**src/rtl/psi_pkg.sv**
```systemverilog
// Package: shared constants and types for the priority stack.
`timescale 1ns / 1ps
package psi_pkg;

  localparam int DEPTH      = 16;
  localparam int ELEM_BITS  = 32;
  localparam int PRIO_BITS  = 8;
  localparam int COUNT_BITS = $clog2(DEPTH + 1);

  localparam logic CMD_PUSH = 1'b0;
  localparam logic CMD_POP  = 1'b1;

  typedef logic [ELEM_BITS-1:0]  elem_t;
  typedef logic [PRIO_BITS-1:0]  prio_t;
  typedef logic [COUNT_BITS-1:0] count_t;

  // controller to datapath commands
  typedef struct packed {
    logic load;    // capture input beat
    logic commit;  // update store and load result register
  } ctrl_t;

endpackage

```
**src/rtl/psi_ctrl.sv**
```systemverilog
// Controller: sequences capture, commit and result handshake.
`timescale 1ns / 1ps
module psi_ctrl (
  input  logic           clk,
  input  logic           rst,
  input  logic           in_valid,
  output logic           in_ready,
  output logic           out_valid,
  input  logic           out_ready,
  output psi_pkg::ctrl_t ctrl
);

  localparam logic S_IDLE = 1'b0;
  localparam logic S_EXEC = 1'b1;

  logic state;
  logic state_next;
  logic out_free;
  logic out_valid_next;

  assign in_ready    = (state == S_IDLE);
  assign out_free    = !out_valid || out_ready;
  assign ctrl.load   = in_ready && in_valid;
  assign ctrl.commit = (state == S_EXEC) && out_free;

  always_comb begin
    state_next = state;
    unique case (state)
      S_IDLE: if (in_valid) state_next = S_EXEC;
      S_EXEC: if (out_free) state_next = S_IDLE;
      default: state_next = S_IDLE;
    endcase
  end

  always_comb begin
    out_valid_next = out_valid;
    if (ctrl.commit) begin
      out_valid_next = 1'b1;
    end else if (out_ready) begin
      out_valid_next = 1'b0;
    end
  end

  always_ff @(posedge clk) begin
    if (rst) begin
      state     <= S_IDLE;
      out_valid <= 1'b0;
    end else begin
      state     <= state_next;
      out_valid <= out_valid_next;
    end
  end

endmodule

```
**src/rtl/psi_datapath.sv**
```systemverilog
// Datapath: sorted entry row with parallel compare/shift and result register.
`timescale 1ns / 1ps
module psi_datapath (
  input  logic                   clk,
  input  logic                   rst,
  input  psi_pkg::ctrl_t         ctrl,
  input  logic                   command,
  input  logic [psi_pkg::ELEM_BITS-1:0]  elem_value,
  input  logic [psi_pkg::PRIO_BITS-1:0]  elem_priority,
  output logic [psi_pkg::ELEM_BITS-1:0]  top_value,
  output logic [psi_pkg::PRIO_BITS-1:0]  top_priority,
  output logic [psi_pkg::COUNT_BITS-1:0] entry_count,
  output logic                   is_empty,
  output logic                   error_flag
);

  logic           cmd_q;
  psi_pkg::elem_t val_q;
  psi_pkg::prio_t pri_q;

  psi_pkg::elem_t  vals [psi_pkg::DEPTH];
  psi_pkg::prio_t  pris [psi_pkg::DEPTH];
  psi_pkg::count_t count;

  psi_pkg::elem_t  vals_next [psi_pkg::DEPTH];
  psi_pkg::prio_t  pris_next [psi_pkg::DEPTH];
  psi_pkg::count_t count_next;
  logic [psi_pkg::DEPTH-1:0] gt;
  logic err;

  always_comb begin
    for (int i = 0; i < psi_pkg::DEPTH; i++) begin
      gt[i] = (count > psi_pkg::COUNT_BITS'(i)) && (pris[i] > pri_q);
    end
  end

  always_comb begin
    err        = 1'b0;
    count_next = count;
    for (int i = 0; i < psi_pkg::DEPTH; i++) begin
      vals_next[i] = vals[i];
      pris_next[i] = pris[i];
    end
    if (cmd_q == psi_pkg::CMD_PUSH) begin
      if (count == psi_pkg::COUNT_BITS'(psi_pkg::DEPTH)) begin
        err = 1'b1;
      end else begin
        count_next = count + 1'b1;
        if (!gt[0]) begin
          vals_next[0] = val_q;
          pris_next[0] = pri_q;
        end
        for (int i = 1; i < psi_pkg::DEPTH; i++) begin
          if (!gt[i]) begin
            if (gt[i-1]) begin
              vals_next[i] = val_q;
              pris_next[i] = pri_q;
            end else begin
              vals_next[i] = vals[i-1];
              pris_next[i] = pris[i-1];
            end
          end
        end
      end
    end else begin
      if (count == '0) begin
        err = 1'b1;
      end else begin
        count_next = count - 1'b1;
        for (int i = 0; i < psi_pkg::DEPTH - 1; i++) begin
          vals_next[i] = vals[i+1];
          pris_next[i] = pris[i+1];
        end
      end
    end
  end

  always_ff @(posedge clk) begin
    if (ctrl.load) begin
      cmd_q <= command;
      val_q <= elem_value;
      pri_q <= elem_priority;
    end
  end

  always_ff @(posedge clk) begin
    if (ctrl.commit) begin
      for (int i = 0; i < psi_pkg::DEPTH; i++) begin
        vals[i] <= vals_next[i];
        pris[i] <= pris_next[i];
      end
    end
  end

  always_ff @(posedge clk) begin
    if (rst) begin
      count <= '0;
    end else if (ctrl.commit) begin
      count <= count_next;
    end
  end

  always_ff @(posedge clk) begin
    if (ctrl.commit) begin
      top_value    <= (count_next == '0) ? '0 : vals_next[0];
      top_priority <= (count_next == '0) ? '0 : pris_next[0];
      entry_count  <= count_next;
      is_empty     <= (count_next == '0);
      error_flag   <= err;
    end
  end

endmodule

```
**src/rtl/priority_stack_sorted_insert.sv**
```systemverilog
// Top level: bounded priority stack with sorted insert.
`timescale 1ns / 1ps
// Each input beat is a push (command 0) or a pop (command 1) and yields one
// result beat describing the store afterward: front element and priority (zero
// when empty), entry count, empty flag and an error flag for a pop on empty or
// a push when full (store unchanged). Equal priorities leave newest first.
// From input accept to result, the beat is first captured; then, once the output
// is free, all 16 entries compare against the new priority and shift in parallel.
// A new beat is taken only after the previous one has been committed; the input
// is accepted even while a finished result waits to be taken.
module priority_stack_sorted_insert (
  input  logic                   clk,
  input  logic                   rst,
  input  logic                   in_valid,
  output logic                   in_ready,
  input  logic                   command,
  input  logic [psi_pkg::ELEM_BITS-1:0]  elem_value,
  input  logic [psi_pkg::PRIO_BITS-1:0]  elem_priority,
  output logic                   out_valid,
  input  logic                   out_ready,
  output logic [psi_pkg::ELEM_BITS-1:0]  top_value,
  output logic [psi_pkg::PRIO_BITS-1:0]  top_priority,
  output logic [psi_pkg::COUNT_BITS-1:0] entry_count,
  output logic                   is_empty,
  output logic                   error_flag
);

  psi_pkg::ctrl_t ctrl;

  psi_ctrl u_ctrl (
    .clk       (clk),
    .rst       (rst),
    .in_valid  (in_valid),
    .in_ready  (in_ready),
    .out_valid (out_valid),
    .out_ready (out_ready),
    .ctrl      (ctrl)
  );

  psi_datapath u_datapath (
    .clk           (clk),
    .rst           (rst),
    .ctrl          (ctrl),
    .command       (command),
    .elem_value    (elem_value),
    .elem_priority (elem_priority),
    .top_value     (top_value),
    .top_priority  (top_priority),
    .entry_count   (entry_count),
    .is_empty      (is_empty),
    .error_flag    (error_flag)
  );

endmodule

```
**config.mk**
```make
export PLATFORM = sky130hd
export DESIGN_NAME = priority_stack_sorted_insert
export DESIGN_NICKNAME = d
export VERILOG_FILES = /design/src/rtl/psi_pkg.sv /design/src/rtl/psi_ctrl.sv /design/src/rtl/psi_datapath.sv /design/src/rtl/priority_stack_sorted_insert.sv
export SDC_FILE = /design/constraint.sdc
export NUM_CORES = 2
export LEC_CHECK = 0
export BUFFER_PORTS_ARGS = -buffer_cell sky130_fd_sc_hd__buf_2
export CORE_MARGIN = 1
export CORE_UTILIZATION = 50
export CTS_CLUSTER_SIZE = 14
export DETAILED_ROUTE_END_ITERATION = 16
export PLACE_DENSITY = 0.75
export SYNTH_ARGS = -nofsm -noshare
export SYNTH_HDL_FRONTEND = slang
export SYNTH_SLANG_ARGS = --single-unit
```
**constraint.sdc**
```tcl
create_clock -name clk -period 5.05 [get_ports clk]
set_input_delay 0.2525 -clock clk [delete_from_list [all_inputs] [get_ports clk]]
set_output_delay 0.2525 -clock clk [all_outputs]
set_load 0.02 [all_outputs]
```
== After elaboration in Yosys (flattened, before gate mapping) ==
Memories as Yosys holds them, arrays and structs flattened.
Cells that the tools add are included.
Storage, ports and cells
  register bits after elaboration: 95
  memories: 2
  bits in writable memories: 640
  word-level logic and storage cells: 155
  output and inout port bits: 49
  input bits: 45
Cells by class
  reduce and logical (&&, ||, !) cells: 23
  bitwise gates (word level): 1
  $lt $le $gt $ge: 32
  add/sub/neg operators: 2
  multiplexer cells: 83
  equality and inequality tests: 1
Memories
  u_datapath.vals: words 16, width 32, read ports 16, clocked after Yosys merged registers in 0, write ports 16, line psi_datapath.sv:21  | psi_pkg::elem_t vals [psi_pkg::DEPTH];
  u_datapath.pris: words 16, width 8, read ports 16, clocked after Yosys merged registers in 0, write ports 16, line psi_datapath.sv:22  | psi_pkg::prio_t pris [psi_pkg::DEPTH];
Operator list (count)
  32-bit two-way mux: 32
  480-bit two-way mux: 2
  512-bit two-way mux: 1
  8-bit two-way mux: 32
  120-bit two-way mux: 2
  8-bit > comparator: 16
  128-bit two-way mux: 1
  5-bit by 4-bit > comparator with 1-bit output, second input constant: 8
  5-bit by 3-bit > comparator with 1-bit output, second input constant: 4
  1-bit logical AND: 18
  5-bit two-way mux: 3
  5-bit by 1-bit > comparator with 1-bit output, second input constant: 2
  5-bit by 2-bit > comparator with 1-bit output, second input constant: 2
  5-bit logical NOT: 2
  1-bit two-way mux: 9
  5-bit by 1-bit adder with 5-bit output, second input constant: 1
  5-bit == test, second input constant: 1
  5-bit by 1-bit subtractor with 5-bit output, second input constant: 1
  1-bit case mux with 2 select lines: 1
  2-bit nonzero test: 1
  1-bit logical NOT: 1
  1-bit logical OR: 1
  1-bit NOT: 1

== Depth between registers and ports, before layout ==
  depth after elaboration: 6
  mapped depth: 11
  gate-level depth less buffers: 8

== Hierarchy ==
A second synthesis with hierarchy kept.
Second synthesis, totals
  cells, all modules: 3443
  area, all modules: 38149.1 µm²
By module, submodules not included
  psi_datapath: cells each 3433, sequential area each 21961.1 µm², area an instance 38054.0 µm², instances 1
  psi_ctrl: cells each 10, sequential area each 40.0 µm², area an instance 95.1 µm², instances 1

== Worst setup path before layout ==
Ideal clock, no wire load.
  path kind: flip-flop to flip-flop
  from: reg u_datapath.count[1] (netlist name)
  to: mem u_datapath.pris[1][10] (netlist bit), enable pin
  cell stages (with the launch flop): 10
  period minus slack after synthesis: 5.543 ns
  library setup time: 0.498 ns
  slack: -0.493 ns
  arrival time: 5.045 ns
  required time: 4.552 ns
  buffers on the path: 2
  cell sequence: dfxtp_1 clkbuf_1 inv_1 ha_1 and4bb_2 nor2_1 buf_2 nor2_1 nor2_1 a21boi_0
RTL lines (line)
  end: declaration: psi_datapath.sv:22

== Final worst setup path ==
  from: reg u_datapath.count[0]
  to: reg u_datapath.top_value[30] (netlist bit) (data pin)
Between the ends
  elaborated cells on any way between the ends: 14
  those cells by class: add/sub (2); order compare (1); eq/ne (1); mux (7); reduce/logical (3)
RTL lines
  start: declaration: line psi_datapath.sv:23  | psi_pkg::count_t count;
  start signal: assignment: line psi_datapath.sv:99  | count <= count_next;
  5-bit by 1-bit adder with 5-bit output, or another cell as far along: line psi_datapath.sv:48  | count_next = count + 1'b1;
  5-bit two-way mux (on tied branches): line psi_datapath.sv:45, psi_datapath.sv:66
  5-bit two-way mux *: line psi_datapath.sv:44  | if (cmd_q == psi_pkg::CMD_PUSH) begin
  net u_datapath.count_next[2]: line psi_datapath.sv:27  | psi_pkg::count_t count_next;
  5-bit logical NOT *: line psi_datapath.sv:105  | top_value <= (count_next == '0) ? '0 : vals_next[0];
  end signal: assignment: line psi_datapath.sv:105
  end: declaration: line psi_datapath.sv:10  | output logic [psi_pkg::ELEM_BITS-1:0] top_value,
Mark *: on every way through the listed nets, which the timed path passes. The rest lies on a longest branch.
A chain may end at the register's enable or synchronous reset.

==> results.sh <==
export IMPL_finalHoldViolCount=0
export IMPL_path_max_fanout=41
export IMPL_synth_area_mux_share=0.0625
export IMPL_slew_headroom=0.256
export IMPL_synth_top_family_by_area="compound AO/OA/AOI/OAI gates"
export IMPL_first_global_vias=28300
export IMPL_synth_top_area_share=0.574
export IMPL_ant_nets=0
export IMPL_synth_compound_area_frac=0.143
export IMPL_async_flop_share=0
export IMPL_antenna_found_initial=1
export IMPL_worstMarginPinSlew_ns=1.12
export IMPL_synthSimpleGateAreaFrac=0.137
export IMPL_status="complete, no violations"
export IMPL_post_drt_via_cell_ratio=6.70
export IMPL_cts_path_max_buffers=3
export IMPL_gp_congestion=0.930
export IMPL_syn_nets=3624
export IMPL_dieArea_mm2=0.0773
export IMPL_drive_above_1_share=0.103
export IMPL_cts_tree="built"
export IMPL_synthToLayoutAreaGrowth_pct=12.3
export IMPL_crit_type="reg2reg"
export IMPL_reg2reg_from="u_datapath.count[0]"
export IMPL_worstReg2RegEnd="u_datapath.top_value[30]"
export IMPL_min_from="elem_value[0]"
export IMPL_crit_slowest_cell="or4b_2"
export IMPL_grt_total_usage=0.298
export IMPL_place_area_mm2=0.0398
export IMPL_endpoint_kind="flop"
export IMPL_totalWireLength_um=118000
export IMPL_clk_insertion_delay_late_ns=0.65
export IMPL_required_ns=5.43
export IMPL_p_switching_uw=5180
export IMPL_grt_max_degree=202
export IMPL_pwr_share_clk=0.337
export IMPL_root_buffer="clkbuf_16"
export IMPL_dr_pass1_iters=8
export IMPL_avgSynthCellArea_um2=11.1
export IMPL_n_antenna_cell=0
export IMPL_die_y_um=278
export IMPL_synth_adder_area_share=0.0440
export IMPL_maxSlewViolCount=0
export IMPL_rsz0062_at_grt="false"
export IMPL_hold_class="in2reg"
export IMPL_synth_area_leaders="edfxtp_1 (57%), nand2_1 (6.8%), o211ai_1 (6.4%)"
export IMPL_tns_ns=0
export IMPL_worstPathCellList="inv_1, ha_1, or4b_2, nand2_4, o22a_1, a21oi_2, or4b_4, and2_1"
export IMPL_cts_made_buffers=77
export IMPL_combPwrFrac=0.204
export IMPL_synth_edf_count=728
export IMPL_synth_ff_type="edfxtp_1"
export IMPL_ys_seq_area_frac=0.577
export IMPL_drt_drc_violations_left=0
export IMPL_grt_pass1_wl_um=175000
export IMPL_setup_viol=0
export IMPL_max_freq_mhz=241
export IMPL_grt_overflow=0
export IMPL_place_port_buffers=93
export IMPL_worstPathArrival_ns=4.54
export IMPL_chipWidth_um=278
export IMPL_crit_path_start_kind="flop"
export IMPL_slowest_delay_ns=1.05
export IMPL_cts_resized=0
export IMPL_yosys_area_top_type="edfxtp_1"
export IMPL_core_area_mm2=0.0749
export IMPL_sequentialPowerShare=0.459
export IMPL_stdcell_area_mm2=0.0428
export IMPL_reg2reg_slack_ns=0.90
export IMPL_fill_cells=6094
export IMPL_yosysUniqueCellTypes=53
export IMPL_min_path_cells=2
export IMPL_synthCells=3445
export IMPL_p_leak_uw=0.0160
export IMPL_clock_sinks=735
export IMPL_final_nets=3662
export IMPL_skew_ns=0.0279
export IMPL_clkTransAtPathRegs_ns=0.06
export IMPL_drt_iter0_drc=4520
export IMPL_syn_area_mm2=0.0381
export IMPL_ir_worst_vdd_mv=0.346
export IMPL_h_tree_depth=3
export IMPL_ys_seq_elements=735
export IMPL_cap_viol_max_count=0
export IMPL_hold_end="u_datapath.val_q[0]"
export IMPL_yosys_warnings=0
export IMPL_fin_crit_ns=4.15
export IMPL_vias=30200
export IMPL_wire_per_inst_um=26.1
export IMPL_rows=100
export IMPL_yosys_area_share_xor_xnor=0.000919
export IMPL_period_share=0.823
export IMPL_num_io_pins=94
export IMPL_initial_core_util=0.508
export IMPL_power_density_mw_per_mm2=401
export IMPL_switching_share=0.302
export IMPL_dpl_hpwl_um=67300
export IMPL_p_int_uw=12000
export IMPL_r2r_cells=8
[cells by family after synthesis]
group	count (synthesis)
simple gates	1194
compound gates	805
flops	735
buf+inv	339
mux	234
fa+ha+maj	134
xor+xnor	4
[cell usage after synthesis (2+ instances only)]
| master | number |
|---|---|
| a211oi_1 | 3 |
| buf_6 | 5 |
| nand3_1 | 331 |
| xnor2_1 | 4 |
| a21boi_0 | 2 |
| o21ai_1 | 4 |
| a21o_1 | 11 |
| nor2b_1 | 23 |
| o21a_1 | 18 |
| ha_1 | 134 |
| o22ai_1 | 7 |
| and3_1 | 5 |
| o221ai_1 | 10 |
| o31ai_1 | 9 |
| a21oi_1 | 99 |
| o21ai_0 | 223 |
| buf_1 | 9 |
| and2_1 | 40 |
| mux2i_1 | 201 |
| o211ai_1 | 323 |
| a221o_1 | 79 |
| o22a_1 | 3 |
| inv_1 | 71 |
| nor2_1 | 66 |
| buf_4 | 5 |
| nor3_1 | 5 |
| dfxtp_1 | 7 |
| mux2_2 | 33 |
| nand2b_1 | 4 |
| edfxtp_1 | 728 |
| clkbuf_1 | 228 |
| nand2_1 | 688 |
| nand4_1 | 25 |
| o31a_1 | 3 |
| buf_2 | 20 |
| a221oi_1 | 2 |
[how the worst max path moves through the flow]
stage | endpoint | slack [ns] | from
floorplan | u_datapath.pris[1][10] | 0.55 | u_datapath.count[1]
global route | u_datapath.top_value[19] | 0.80 | u_datapath.count[0]
detailed placement | u_datapath.top_value[30] | 0.97 | u_datapath.count[0]
global placement | u_datapath.top_value[25] | 1.10 | u_datapath.count[0]
CTS | u_datapath.top_value[19] | 0.97 | u_datapath.count[0]
finish | u_datapath.top_value[30] | 0.90 | u_datapath.count[0]
[critical path: cells and delay by family (launching register included)]
kind,cells,cell delay [ns]
AO/OA/AOI/OAI,2,0.28
AND/OR/NAND/NOR,4,2.61
buffers and inverters,1,0.27
flip-flops,1,0.48
adder cells (fa/ha/maj),1,0.24
[sequential cells by signal, summed over array words and instances (netlist names)]
name,flops
u_datapath.pris,128
u_datapath.is_empty,1
u_datapath.error_flag,1
u_datapath.cmd_q,1
u_datapath.val_q,32
u_ctrl.out_valid,1
u_datapath.count,5
u_datapath.entry_count,5
u_datapath.pri_q,8
u_datapath.vals,512
u_datapath.top_priority,8
u_datapath.top_value,32
u_ctrl.state,1
[stage by stage]
stage | hold slack (ns) | util | setup slack [ns] | std cells | power (uW)
floorplan | 0.322 | - | 0.552 | 3445 | 10100
global placement | 0.429 | 0.531 | 1.10 | 4327 | 11200
detailed placement | 0.431 | 0.531 | 0.974 | 4327 | 11300
CTS | 0.296 | 0.571 | 0.966 | 4513 | 17100
global route | 0.306 | 0.571 | 0.805 | 4513 | 17600
finish | 0.311 | 0.571 | 0.896 | 4513 | 17100
[cell type report]
cell class	instances	area [um2]	share of cell area
Clock buffer	104	2130	0.0499
Clock inverter	36	372	0.00868
Inverter	72	273	0.00637
Multi-Input combinational cell	2371	15000	0.351
Sequential cell	735	22000	0.514
Tap cell	969	1210	0.0283
Timing Repair Buffer	226	1790	0.0419
[timing repair]
action / 4_1_cts / 5_1_grt
buffers inserted: 0 / 0
hold buffers: 46 / 0
endpoints found under the hold margin: 48 / 0
[per-layer routing]
layer	vias up	part of all wire	GRT usage
met1	14700	0.40	0.422
met5	-	0	0
met2	2174	0.44	0.453
li1	13100	-	-
met3	282	0.12	0.0641
met4	0	0.035	0.104
[power groups by stage]
| stage | Clock [uW] | Sequential (uW) | Combinational (uW) |
|---|---|---|---|
| after global routing | 6020 | 7910 | 3720 |
| final | 5780 | 7870 | 3490 |
| after detailed placement | 0 | 7960 | 3360 |
| after CTS | 5810 | 7850 | 3400 |
| after global placement | 0 | 7960 | 3260 |
| after floorplan | 0 | 7890 | 2240 |
[cells in the final DEF (no fill, tap or decap), drive strengths merged, types with 23 or more instances in the layout]
cell           n
a21oi        100
a221o         79
and2          40
buf          180
clkbuf       104
clkinv        28
dlygate4sd3   46
edfxtp       728
ha           134
inv           73
mux2          33
mux2i        201
nand2        689
nand3        331
nand4         25
nor2          66
nor2b         23
o211ai       323
o21ai        227
(Power assumes the default switching activity.)
